File: src/sv/hst_pkg.sv
// Shared widths, register codes, reset values and stage payload types of the heater soak timer.
package hst_pkg;

	// field widths
	localparam int TempW   = 13;
	localparam int TargetW = 8;
	localparam int ZoneW   = 16;
	localparam int TimeW   = 32;
	localparam int RemW    = 15;

	// register widths
	localparam int WinW   = 6;
	localparam int MinW   = 8;
	localparam int BaseW  = 10;
	localparam int SlopeW = 6;

	// configuration port
	localparam int CfgIdxW  = 3;
	localparam int CfgDataW = 10;

	localparam logic [CfgIdxW-1:0] REG_NEAR_WINDOW = 3'd0;
	localparam logic [CfgIdxW-1:0] REG_MIN_TARGET  = 3'd1;
	localparam logic [CfgIdxW-1:0] REG_BASE_SOAK   = 3'd2;
	localparam logic [CfgIdxW-1:0] REG_SOAK_SLOPE  = 3'd3;
	localparam logic [CfgIdxW-1:0] REG_ZONE_CHECK  = 3'd4;

	localparam logic [WinW-1:0]   NEAR_WINDOW_RST = 6'd15;
	localparam logic [MinW-1:0]   MIN_TARGET_RST  = 8'd60;
	localparam logic [BaseW-1:0]  BASE_SOAK_RST   = 10'd180;
	localparam logic [SlopeW-1:0] SOAK_SLOPE_RST  = 6'd14;
	localparam logic              ZONE_CHECK_RST  = 1'b1;

	localparam int ZONE_BITS_DEF = 16;

	// temperature difference in 1/16 degree: -8176 .. 4095
	localparam int DiffW = TempW + 2;

	// required soak: at most 1023 + 255 * 63 = 17088 s, 17088000 ms
	localparam int ReqSW  = 15;
	localparam int ReqMsW = 25;
	localparam int MsPerS = 1000;

	// remaining time in ms, signed: req_ms minus a signed 32-bit elapsed time
	localparam int LeftW = TimeW + 2;

	localparam int RemMax = (1 << RemW) - 1;
	// first remainder in ms that saturates the seconds output
	localparam logic [ReqMsW-1:0] SAT_LEFT_MS = ReqMsW'((RemMax + 1) * MsPerS);

	// x / 1000 = (x >> 3) / 125, and y / 125 = (y * RECIP) >> RecipShift for y < 2^22
	localparam int QuotInW    = ReqMsW - 3;
	localparam int RecipW     = 23;
	localparam int RecipShift = 29;
	localparam logic [RecipW-1:0] RECIP_125 = 23'd4294968;

	typedef struct packed {
		logic [WinW-1:0]   near_window_deg;
		logic [MinW-1:0]   min_soak_target;
		logic [BaseW-1:0]  base_soak_s;
		logic [SlopeW-1:0] soak_per_degree_s;
		logic              zone_check_enable;
	} cfg_t;

	// front end to soak tracker
	typedef struct packed {
		logic              ok;
		logic [ReqMsW-1:0] req_ms;
		logic [TimeW-1:0]  now_ms;
	} front_t;

	// soak tracker to output stage
	typedef struct packed {
		logic              soak_allowed;
		logic              soak_done;
		logic              rem_needed;
		logic              rem_sat;
		logic [ReqMsW-1:0] left_ms;
	} track_t;

endpackage

File: src/sv/hst_if.sv
// Valid/ready channel interfaces for samples and results.
interface hst_sample_if import hst_pkg::*; ();
	logic                      valid;
	logic                      ready;
	logic signed [TempW-1:0]   bed_temp_q4;
	logic        [TargetW-1:0] target_temp;
	logic        [ZoneW-1:0]   zone_mask;
	logic        [TimeW-1:0]   now_ms;

	modport source(output valid, output bed_temp_q4, output target_temp, output zone_mask,
		output now_ms, input ready);
	modport sink(input valid, input bed_temp_q4, input target_temp, input zone_mask,
		input now_ms, output ready);
endinterface

interface hst_result_if import hst_pkg::*; ();
	logic            valid;
	logic            ready;
	logic            soak_allowed;
	logic            soak_done;
	logic [RemW-1:0] secs_left;

	modport source(output valid, output soak_allowed, output soak_done, output secs_left,
		input ready);
	modport sink(input valid, input soak_allowed, input soak_done, input secs_left,
		output ready);
endinterface

File: src/sv/heater_soak_timer_core.sv
// Heater soak timer top level: configuration registers and the five-stage sample pipeline.
// Takes one sample per clock unless the output stalls, and returns one result per sample, in
// order. A result is valid in the output register after the five pipeline registers of a chained
// valid/ready path; any empty stage takes a new sample even while the output waits. A sample is
// near when the target is nonzero and the temperature lies strictly inside the window; a zone
// mask change (when checked) or a far sample clears the soak. The required soak is zero below the
// minimum target, else base plus slope times the degrees above it. Done is sticky once less than
// one second remains; remaining seconds saturate at 32767. The user must write registers through
// write_en/reg_index/write_data only while no sample is in flight; the block does not enforce it.
module heater_soak_timer_core import hst_pkg::*; #(
	parameter int ZONE_BITS = ZONE_BITS_DEF
) (
	input  logic                clk,
	input  logic                arst_n,
	input  logic                write_en,
	input  logic [CfgIdxW-1:0]  reg_index,
	input  logic [CfgDataW-1:0] write_data,
	hst_sample_if.sink          sample,
	hst_result_if.source        result
);

	cfg_t   cfg_q;

	logic   front_valid, front_ready;
	front_t front_data;
	logic   track_valid, track_ready;
	track_t track_data;

	// configuration registers; unknown indexes are dropped
	always_ff @(posedge clk or negedge arst_n) begin
		if (!arst_n) begin
			cfg_q.near_window_deg   <= NEAR_WINDOW_RST;
			cfg_q.min_soak_target   <= MIN_TARGET_RST;
			cfg_q.base_soak_s       <= BASE_SOAK_RST;
			cfg_q.soak_per_degree_s <= SOAK_SLOPE_RST;
			cfg_q.zone_check_enable <= ZONE_CHECK_RST;
		end else if (write_en) begin
			unique case (reg_index)
				REG_NEAR_WINDOW: cfg_q.near_window_deg   <= write_data[WinW-1:0];
				REG_MIN_TARGET:  cfg_q.min_soak_target   <= write_data[MinW-1:0];
				REG_BASE_SOAK:   cfg_q.base_soak_s       <= write_data[BaseW-1:0];
				REG_SOAK_SLOPE:  cfg_q.soak_per_degree_s <= write_data[SlopeW-1:0];
				REG_ZONE_CHECK:  cfg_q.zone_check_enable <= write_data[0];
				default: ;
			endcase
		end
	end

	// stages 1-3: sample register, window test, required soak in ms
	hst_front #(
		.ZONE_BITS(ZONE_BITS)
	) u_front (
		.clk        (clk),
		.arst_n     (arst_n),
		.cfg        (cfg_q),
		.sample     (sample),
		.front_valid(front_valid),
		.front_ready(front_ready),
		.front_data (front_data)
	);

	// stage 4: start time and sticky done, the only stage holding soak state
	hst_track u_track (
		.clk        (clk),
		.arst_n     (arst_n),
		.front_valid(front_valid),
		.front_ready(front_ready),
		.front_data (front_data),
		.track_valid(track_valid),
		.track_ready(track_ready),
		.track_data (track_data)
	);

	// stage 5: seconds conversion into the output register
	hst_out u_out (
		.clk        (clk),
		.arst_n     (arst_n),
		.track_valid(track_valid),
		.track_ready(track_ready),
		.track_data (track_data),
		.result     (result)
	);

	// done only ever reported inside an allowed soak
	a_done_needs_allowed: assert property (@(posedge clk) disable iff (!arst_n)
		result.valid && result.soak_done |-> result.soak_allowed)
		else $error("soak_done without soak_allowed");

	// a finished or broken soak shows no remaining time
	a_rem_zero: assert property (@(posedge clk) disable iff (!arst_n)
		result.valid && (result.soak_done || !result.soak_allowed) |-> result.secs_left == '0)
		else $error("secs_left nonzero when done or not allowed");

	// saturation and remaining time only on an open, unfinished soak
	a_track_flags: assert property (@(posedge clk) disable iff (!arst_n)
		track_valid && (track_data.rem_sat || track_data.rem_needed) |->
			track_data.rem_needed && track_data.soak_allowed && !track_data.soak_done)
		else $error("inconsistent tracker flags");

	// a stalled result stays put in the output register
	a_out_hold: assert property (@(posedge clk) disable iff (!arst_n)
		result.valid && !result.ready |=> result.valid && $stable(result.secs_left))
		else $error("output stage changed while stalled");

endmodule

File: src/sv/hst_front.sv
// Input register, zone change check, temperature window and required soak time stages.
module hst_front import hst_pkg::*; #(
	parameter int ZONE_BITS = ZONE_BITS_DEF
) (
	input  logic       clk,
	input  logic       arst_n,
	input  cfg_t       cfg,
	hst_sample_if.sink sample,
	output logic       front_valid,
	input  logic       front_ready,
	output front_t     front_data
);

	localparam int CmpBits = (ZONE_BITS < ZoneW) ? ZONE_BITS : ZoneW;

	logic valid_s1, valid_s2, valid_s3;
	logic rdy_s1, rdy_s2, rdy_s3;

	logic signed [TempW-1:0] temp_s1;
	logic [TargetW-1:0]      target_s1;
	logic [TimeW-1:0]        now_s1, now_s2, now_s3;
	logic                    changed_s1;
	logic                    ok_s2, ok_s3;
	logic [ReqSW-1:0]        req_s_s2;
	logic [ReqMsW-1:0]       req_ms_s3;
	logic [CmpBits-1:0]      last_mask_q;

	logic signed [DiffW-1:0] diff;
	logic [DiffW-1:0]        abs_diff;
	logic                    near;
	logic [TargetW-1:0]      over_min;
	logic [ReqSW-1:0]        req_s;
	logic                    take;

	assign rdy_s3       = !valid_s3 || front_ready;
	assign rdy_s2       = !valid_s2 || rdy_s3;
	assign rdy_s1       = !valid_s1 || rdy_s2;
	assign sample.ready = rdy_s1;
	assign take         = sample.valid && rdy_s1;

	always_ff @(posedge clk or negedge arst_n) begin
		if (!arst_n) begin
			valid_s1    <= 1'b0;
			valid_s2    <= 1'b0;
			valid_s3    <= 1'b0;
			last_mask_q <= '0;
		end else begin
			if (rdy_s1) valid_s1 <= sample.valid;
			if (rdy_s2) valid_s2 <= valid_s1;
			if (rdy_s3) valid_s3 <= valid_s2;
			// the mask is tracked whether or not the check is enabled
			if (take) last_mask_q <= sample.zone_mask[CmpBits-1:0];
		end
	end

	// window test in 1/16 degree; required soak in whole seconds
	always_comb begin
		diff     = DiffW'(temp_s1) - DiffW'({target_s1, 4'b0000});
		abs_diff = diff[DiffW-1] ? DiffW'(-diff) : DiffW'(diff);
		near     = (target_s1 != '0) && (abs_diff < DiffW'({cfg.near_window_deg, 4'b0000}));
		over_min = target_s1 - cfg.min_soak_target;
		if (target_s1 < cfg.min_soak_target) begin
			req_s = '0;
		end else begin
			req_s = ReqSW'(cfg.base_soak_s) + ReqSW'(over_min) * ReqSW'(cfg.soak_per_degree_s);
		end
	end

	always_ff @(posedge clk) begin
		if (take) begin
			temp_s1    <= sample.bed_temp_q4;
			target_s1  <= sample.target_temp;
			now_s1     <= sample.now_ms;
			changed_s1 <= (sample.zone_mask[CmpBits-1:0] != last_mask_q) && cfg.zone_check_enable;
		end
		if (valid_s1 && rdy_s2) begin
			ok_s2    <= near && !changed_s1;
			req_s_s2 <= req_s;
			now_s2   <= now_s1;
		end
		if (valid_s2 && rdy_s3) begin
			ok_s3     <= ok_s2;
			req_ms_s3 <= ReqMsW'(req_s_s2) * ReqMsW'(MsPerS);
			now_s3    <= now_s2;
		end
	end

	assign front_valid       = valid_s3;
	assign front_data.ok     = ok_s3;
	assign front_data.req_ms = req_ms_s3;
	assign front_data.now_ms = now_s3;

endmodule

File: src/sv/hst_track.sv
// Soak state: start time, sticky done flag and remaining time in ms.
module hst_track import hst_pkg::*; (
	input  logic   clk,
	input  logic   arst_n,
	input  logic   front_valid,
	output logic   front_ready,
	input  front_t front_data,
	output logic   track_valid,
	input  logic   track_ready,
	output track_t track_data
);

	logic             valid_s4;
	logic [TimeW-1:0] start_q;
	logic             start_valid_q;
	logic             done_q;
	track_t           data_s4;

	logic [TimeW-1:0]        elapsed;
	logic signed [LeftW-1:0] left;
	logic                    under_1s;
	logic                    sat;
	logic                    fire;

	assign front_ready = !valid_s4 || track_ready;
	assign fire        = front_valid && front_ready;

	// elapsed is zero on the sample that opens the soak
	always_comb begin
		elapsed  = start_valid_q ? (front_data.now_ms - start_q) : '0;
		left     = LeftW'(front_data.req_ms) - LeftW'($signed(elapsed));
		under_1s = left < $signed(LeftW'(MsPerS));
		sat      = left >= $signed(LeftW'(SAT_LEFT_MS));
	end

	always_ff @(posedge clk or negedge arst_n) begin
		if (!arst_n) begin
			valid_s4      <= 1'b0;
			start_q       <= '0;
			start_valid_q <= 1'b0;
			done_q        <= 1'b0;
		end else begin
			if (front_ready) valid_s4 <= front_valid;
			if (fire) begin
				if (front_data.ok) begin
					if (!start_valid_q) begin
						start_q       <= front_data.now_ms;
						start_valid_q <= 1'b1;
					end
					if (!done_q && under_1s) done_q <= 1'b1;
				end else begin
					start_q       <= '0;
					start_valid_q <= 1'b0;
					done_q        <= 1'b0;
				end
			end
		end
	end

	always_ff @(posedge clk) begin
		if (fire) begin
			data_s4.soak_allowed <= front_data.ok;
			data_s4.soak_done    <= front_data.ok && (done_q || under_1s);
			data_s4.rem_needed   <= front_data.ok && !done_q && !under_1s;
			data_s4.rem_sat      <= front_data.ok && !done_q && !under_1s && sat;
			data_s4.left_ms      <= left[ReqMsW-1:0];
		end
	end

	assign track_valid = valid_s4;
	assign track_data  = data_s4;

endmodule

File: src/sv/hst_out.sv
// Output register: ms to whole seconds by reciprocal multiply, with saturation.
module hst_out import hst_pkg::*; (
	input  logic          clk,
	input  logic          arst_n,
	input  logic          track_valid,
	output logic          track_ready,
	input  track_t        track_data,
	hst_result_if.source  result
);

	logic            valid_s5;
	logic            allowed_s5;
	logic            done_s5;
	logic [RemW-1:0] rem_s5;

	logic [QuotInW-1:0]        quot_in;
	logic [QuotInW+RecipW-1:0] prod;
	logic [RemW-1:0]           secs;
	logic                      fire;

	assign track_ready = !valid_s5 || result.ready;
	assign fire        = track_valid && track_ready;

	// only unsaturated remainders reach the quotient, so it fits RemW bits
	always_comb begin
		quot_in = track_data.left_ms[ReqMsW-1:3];
		prod    = (QuotInW+RecipW)'(quot_in) * (QuotInW+RecipW)'(RECIP_125);
		secs    = prod[RecipShift +: RemW];
	end

	always_ff @(posedge clk or negedge arst_n) begin
		if (!arst_n) begin
			valid_s5 <= 1'b0;
		end else if (track_ready) begin
			valid_s5 <= track_valid;
		end
	end

	always_ff @(posedge clk) begin
		if (fire) begin
			allowed_s5 <= track_data.soak_allowed;
			done_s5    <= track_data.soak_done;
			if (!track_data.rem_needed) begin
				rem_s5 <= '0;
			end else if (track_data.rem_sat) begin
				rem_s5 <= RemW'(RemMax);
			end else begin
				rem_s5 <= secs;
			end
		end
	end

	assign result.valid        = valid_s5;
	assign result.soak_allowed = allowed_s5;
	assign result.soak_done    = done_s5;
	assign result.secs_left    = rem_s5;

endmodule

File: src/flat_wrapper.sv
// flat-port wrapper written by rule: the top's interface ports become plain ports
module heater_soak_timer_core_flat import hst_pkg::*;
#(
	parameter int ZONE_BITS = ZONE_BITS_DEF
)
  (clk, arst_n, write_en, reg_index, write_data, sample_valid, sample_bed_temp_q4, sample_target_temp, sample_zone_mask, sample_now_ms, sample_ready, result_valid, result_soak_allowed, result_soak_done, result_secs_left, result_ready);
  hst_sample_if sample_i ();
  hst_result_if result_i ();
  input  logic clk;
  input  logic arst_n;
  input  logic write_en;
  input  logic [CfgIdxW-1:0] reg_index;
  input  logic [CfgDataW-1:0] write_data;
  input wire logic [$bits(sample_i.valid)-1:0] sample_valid;
  input wire logic [$bits(sample_i.bed_temp_q4)-1:0] sample_bed_temp_q4;
  input wire logic [$bits(sample_i.target_temp)-1:0] sample_target_temp;
  input wire logic [$bits(sample_i.zone_mask)-1:0] sample_zone_mask;
  input wire logic [$bits(sample_i.now_ms)-1:0] sample_now_ms;
  output wire logic [$bits(sample_i.ready)-1:0] sample_ready;
  output wire logic [$bits(result_i.valid)-1:0] result_valid;
  output wire logic [$bits(result_i.soak_allowed)-1:0] result_soak_allowed;
  output wire logic [$bits(result_i.soak_done)-1:0] result_soak_done;
  output wire logic [$bits(result_i.secs_left)-1:0] result_secs_left;
  input wire logic [$bits(result_i.ready)-1:0] result_ready;
  assign sample_i.valid = sample_valid;
  assign sample_i.bed_temp_q4 = sample_bed_temp_q4;
  assign sample_i.target_temp = sample_target_temp;
  assign sample_i.zone_mask = sample_zone_mask;
  assign sample_i.now_ms = sample_now_ms;
  assign sample_ready = sample_i.ready;
  assign result_valid = result_i.valid;
  assign result_soak_allowed = result_i.soak_allowed;
  assign result_soak_done = result_i.soak_done;
  assign result_secs_left = result_i.secs_left;
  assign result_i.ready = result_ready;
  heater_soak_timer_core #(.ZONE_BITS(ZONE_BITS)) u_core (.clk(clk), .arst_n(arst_n), .write_en(write_en), .reg_index(reg_index), .write_data(write_data), .sample(sample_i), .result(result_i));
endmodule
File: config.mk
export PLATFORM = sky130hd
export DESIGN_NAME = heater_soak_timer_core_flat
export DESIGN_NICKNAME = d
export VERILOG_FILES = /design/src/sv/hst_pkg.sv /design/src/sv/hst_if.sv /design/src/sv/heater_soak_timer_core.sv /design/src/sv/hst_front.sv /design/src/sv/hst_track.sv /design/src/sv/hst_out.sv /design/src/flat_wrapper.sv
export SDC_FILE = /design/constraint.sdc
export NUM_CORES = 1
export LEC_CHECK = 0
export ABC_AREA = 1
export BUFFER_PORTS_ARGS = -buffer_cell sky130_fd_sc_hd__buf_2
export CAP_MARGIN = 10
export CORE_UTILIZATION = 52
export DETAILED_ROUTE_END_ITERATION = 12
export PLACE_DENSITY = 0.69
export SLEW_MARGIN = 20
export SYNTH_ARGS = -nofsm -noshare
export SYNTH_HDL_FRONTEND = slang
export SYNTH_HIERARCHICAL = 1
export SYNTH_SLANG_ARGS = --single-unit
File: constraint.sdc
create_clock -name clk -period 6.1 [get_ports clk]
set_clock_uncertainty 0.15 [all_clocks]
set_input_delay 0.305 -clock clk [delete_from_list [all_inputs] [get_ports clk]]
set_output_delay 0.305 -clock clk [all_outputs]
set_load 0.05 [all_outputs]
* Yosys cells after proc, flatten, opt, wreduce, memory -nomap -nowiden
Index checks and enable logic that the tools add are counted.
Widths: inputs -> output; s select.
** Word-level totals
- Memory bits (read-only) :: 0
- Output and inout bits :: 19
- RAM bits :: 0
- Memories kept :: 0
- Flip-flop bits (word level) :: 289
- Word-level logic and storage cells :: 96
- Bits of input ports :: 87
- Latch bits :: 0
** Cells by class
- Shifts and indexed selects :: 0
- Equal/unequal tests :: 7
- $add $sub $neg :: 6
- Magnitude comparators :: 4
- Mux-type cells :: 8
- Reductions and logical operators :: 36
- $mul :: 3
- Bitwise logic cells :: 0
- Div/mod/pow operators :: 0
** Operators with widths (number)
- $mux 32 :: 3
- $mul 22x20->41 const B :: 1
- $ge 33x26->1 const B :: 1
- $lt 33x11->1 const B :: 1
- $sub 26x32->33 :: 1
- $sub 32x32->32 :: 1
- $mux 15 :: 2
- $mul 15x7->22 const B :: 1
- $ne 16x16->1 :: 1
- $add 10x14->15 :: 1
- $lt 15x10->1 :: 1
- $neg 14->15 :: 1
- $mul 8x6->14 :: 1
- $reduce_and 2->1 :: 7
- $sub 13x13->14 :: 1
- $logic_and 1x1->1 :: 13
- $logic_not 1->1 :: 8
- $lt 8x8->1 :: 1
- $reduce_bool 8->1 :: 1
- $sub 8x8->8 :: 1
- $eq 3x2->1 const B :: 2
- $logic_or 1x1->1 :: 6
- $ne 2x2->1 const B :: 2
- $eq 3x1->1 const B :: 1
- 3 further kinds :: 5

* Logic depth before layout (Yosys ltp)
- Depth after elaboration :: 7
- Depth in mapped cells :: 30
- Gate-level depth less buffers :: 30

* By module
Netlist, hierarchy kept.
** Modules (own cells, without submodules)
- hst_front :: cells an instance 975, times used 1, seq. area each 5190.0 µm², area an instance 11101.9 µm²
- hst_out :: cells an instance 1062, times used 1, seq. area each 535.5 µm², area an instance 7875.1 µm²
- hst_track :: cells an instance 1058, times used 1, seq. area each 1746.7 µm², area an instance 6670.1 µm²
- heater_soak_timer_core :: cells an instance 146, times used 1, seq. area each 795.8 µm², area an instance 1285.0 µm²

* Worst setup path after synthesis
No wires, ideal clock.
- Path type :: flip-flop to flip-flop
- From :: register u_core/cfg_q[17] (netlist bit)
- To :: register u_core.u_front.req_s_s2[12], data pin
- Clock period less this slack :: 5.440 ns
- Stages on the path, launching flop included :: 26
- Slack :: 0.660 ns
- Arrival :: 5.037 ns
- Path buffers :: 0
- Required time :: 5.697 ns
- Library setup time :: 0.253 ns
- Path through :: dfrtp_1 ha_1 fa_1 o21ai_2 a21oi_1 o21ai_1 xor2_1 inv_1 nand2_1 fa_1 inv_1 fa_1 fa_1 inv_1 fa_1 inv_1 ha_1 nand2_1 nor3_1 a21oi_1 o21ai_1 nand2_1 o21bai_1 nand2_1 nand2_1 nor2_1
** Between the ends
- Word-level cells in the longest chain between the ends :: 3
- Elaborated cells on any way between the ends :: 4
- Classes of those cells :: add/sub: 2; mul: 1; order compare: 1
** RTL lines
- start: declaration :: RTL line heater_soak_timer_core.sv:22 : cfg_t cfg_q;
- $sub 8x8->8 :: RTL line hst_front.sv:61 : over_min = target_s1 - cfg.min_soak_target;
- $mul 8x6->14 :: RTL line hst_front.sv:65 : req_s = ReqSW'(cfg.base_soak_s) + ReqSW'(over_min) * ReqSW'(cfg.soak_per_degree_s);
- $add 10x14->15 :: RTL line hst_front.sv:65
- end signal: assignment :: RTL line hst_front.sv:78 : req_s_s2 <= req_s;
- end: declaration :: RTL line hst_front.sv:24 : logic [ReqSW-1:0] req_s_s2;
Parallel ways exist; a longest one is shown, timed or not.
A chain may end at the register's enable or synchronous reset.

* Worst setup path after layout
- From :: register u_core.u_front.target_s1[0]
- To :: register u_core.u_front.req_s_s2[12], data pin
** Between the ends
- Word-level cells in the longest chain between the ends :: 3
- Elaborated cells on any way between the ends :: 4
- Classes of those cells :: add/sub: 2; mul: 1; order compare: 1
** RTL lines
- start: declaration :: RTL line hst_front.sv:20 : logic [TargetW-1:0] target_s1;
- start signal: assignment :: RTL line hst_front.sv:72 : target_s1 <= sample.target_temp;
- $sub 8x8->8 :: RTL line hst_front.sv:61
- $mul 8x6->14 :: RTL line hst_front.sv:65
- $add 10x14->15 :: RTL line hst_front.sv:65
Parallel ways exist; a longest one is shown, timed or not.

==> flow_summary.toml <==
[status]
status = "finished clean"

[layout]
syn_to_final_growth_pct = 13.1
final_area_um2 = 30300
drive_gt1_frac = 0.0939
nets = 4066
final_util = 0.601

[sta]
setup_viol = 0
setup_tns_ns = 0
hold_viol = 0
worst-slew-pin-transition_ns = 1.04
post-route-min-period_ns = 5.84
clock.fmax_ghz = 0.171
max-slew-margin-rel = 0.307
maxSlewViolCount = 0
timing.hold.ws_ns = 0.139
fin_crit_sh = 0.958

[worst_hold_path]
hp-class = "input port to async pin"

[flow_run]
cap_violations = 0

[die]
initial_core_util = 0.531
core-area_um2 = 50500
rows = 82
chipHeight_um = 229
die-width_um = 229
dieArea_um2 = 52500
pin_count = 106

[global_route]
antenna_found_initial = 3
grt-ovfl-total = 0
grt_pass1_vias = 22303
track_usage = 0.268
grt_pass1_wl_mm = 112
grt_max_degree = 63

[synth]
ys.warnings.count = 6
avgSynthCellArea_um2 = 8.29
syn_area_um2 = 26800
syn_inst = 3235

[drt]
dr.pass1.iters = 8
num_vias = 21585
wl_per_cell_um = 16.4
ant_nets = 0
drt-initial-drc-count = 1226
post_drt_via_cell_ratio = 5.19
routed_wl_mm = 68.2
post-route-drc-count = 0

[critical_path]
rr_worst_depth = 26
worstPathArrival_ns = 6.00
worstSetupStartpointType = "register"
critPathKind = "register to register"
worstPathRequired_ns = 6.25
end_kind = "register"
critPathMaxFanout = 6

[place]
dp_hpwl_mm = 55.3
placed_area_um2 = 28200
gp_congestion = 0.963
port_buffers = 105

[cts]
cts-root-buf = "clkbuf_16"
cts_max_level = 2
clk_latency_ns = 0.56
cts_tree = "built"
cts.clk_slew.worst_paths_ns = 0.06
clockBufferDepth = 3
numClockSinks = 286
cts_made_buffers = 34
==> worst paths after layout <==
path / slack (ns) / endpoint / from
setup / recovery: 0.26 / u_core/u_front/req_s_s2[12] / u_core/u_front/target_s1[0]
hold / removal: 0.14 / u_core/u_front/last_mask_q[4] / arst_n
setup reg to reg: 0.26 / u_core/u_front/req_s_s2[12] / u_core/u_front/target_s1[0]
hold reg to reg: 0.25 / u_core/u_front/now_s3[4] / u_core/u_front/now_s2[4]
max in group asynchronous: 4.58 / u_core/u_front/front_valid / arst_n
min in group clk: 0.25 / u_core/u_front/now_s3[4] / u_core/u_front/now_s2[4]
==> sequential cells by signal, indices dropped and copies added, names as in the netlist, 15 cells and up <==
register                       cells
u_core/u_front/req_s_s2           15
u_core/u_front/now_s2             32
u_core/u_out/result.secs_left     15
u_core/u_track/start_q            32
u_core/u_front/now_s3             32
u_core/u_front/now_s1             32
u_core/u_front/last_mask_q        16
u_core/cfg_q                      31
u_core/u_track/track_data         26
u_core/u_front/req_ms_s3          22
==> what timing repair did <==
item                                    in CTS  in global routing
hold endpoints to repair                   143                  0
gates resized for setup                      0                  5
hold buffers                                88                  0
buffers inserted                             0                  6
endpoints found under the setup margin       0                  5
==> critical path: stages, from the launching register on <==
cell and delay, ns:
edfxtp_1 0.36, inv_1 0.07, ha_1 0.22, fa_1 0.44, o21ai_2 0.22, a21oi_1 0.09, o21ai_1 0.25, xor2_2 0.25
inv_1 0.10, nand2_1 0.08, fa_1 0.42, inv_1 0.09, fa_1 0.44, fa_1 0.54, inv_1 0.05, fa_1 0.50
inv_1 0.04, ha_1 0.34, nand2_1 0.11, nor3_1 0.13, a21oi_1 0.11, o21ai_1 0.16, nand2_1 0.09, o21bai_1 0.16
nand2_1 0.07, nand2_1 0.06, nor2_1 0.04
==> layout make-up <==
class / count / area (um^2)
well taps: 672 / 841
fillers: 4429 / 20100
repair buffers: 209 / 1530
flip-flops and latches: 286 / 8180
clock inverters: 17 / 264
inverters: 693 / 2600
multi-input cells: 2231 / 16000
diodes: 3 / 7.51
clock buffers: 45 / 942
==> layout by cell type (no fill, tap or decap), drive strengths merged, types with 2 or more instances in the layout <==
master       instances
o21ai              108
clkbuf              45
o22ai                2
nand3b               8
a21o                 9
inv                694
nand2              818
a21boi               3
dfrtp               70
nor2               244
a31oi                2
or2                 16
ha                 341
bufinv               5
a31o                 3
a41oi                2
o2111ai              3
xnor2               20
dfstp               16
and2                 5
a21oi              151
edfxtp             200
xor2                28
nor3                26
buf                121
diode                3
nand3              196
nand4               30
o21bai              15
fa                 183
clkinv              10
nor4                 8
dlygate4sd3         88
conb                 3
==> routing by layer <==
layer | GRT usage | up-vias | part of all wire | wire length [um]
li1 | - | 10674 | - | -
met1 | 0.315 | 10314 | 0.41 | 27900
met2 | 0.501 | 456 | 0.52 | 35500
met3 | 0.0261 | 141 | 0.033 | 2220
met4 | 0.105 | 0 | 0.038 | 2610
met5 | 0 | - | 0 | 0
==> stage by stage <==
stage	setup slack [ns]	std cells
after floorplan	0.660	3237
after global placement	0.284	3997
after detailed placement	0.236	3997
after CTS	0.239	4147
after global routing	-0.0480	4156
final	0.255	4156
Power is left out: the tool's default activity adds up to more than one toggle a clock period on the data nets, which glitch-free logic cannot reach.
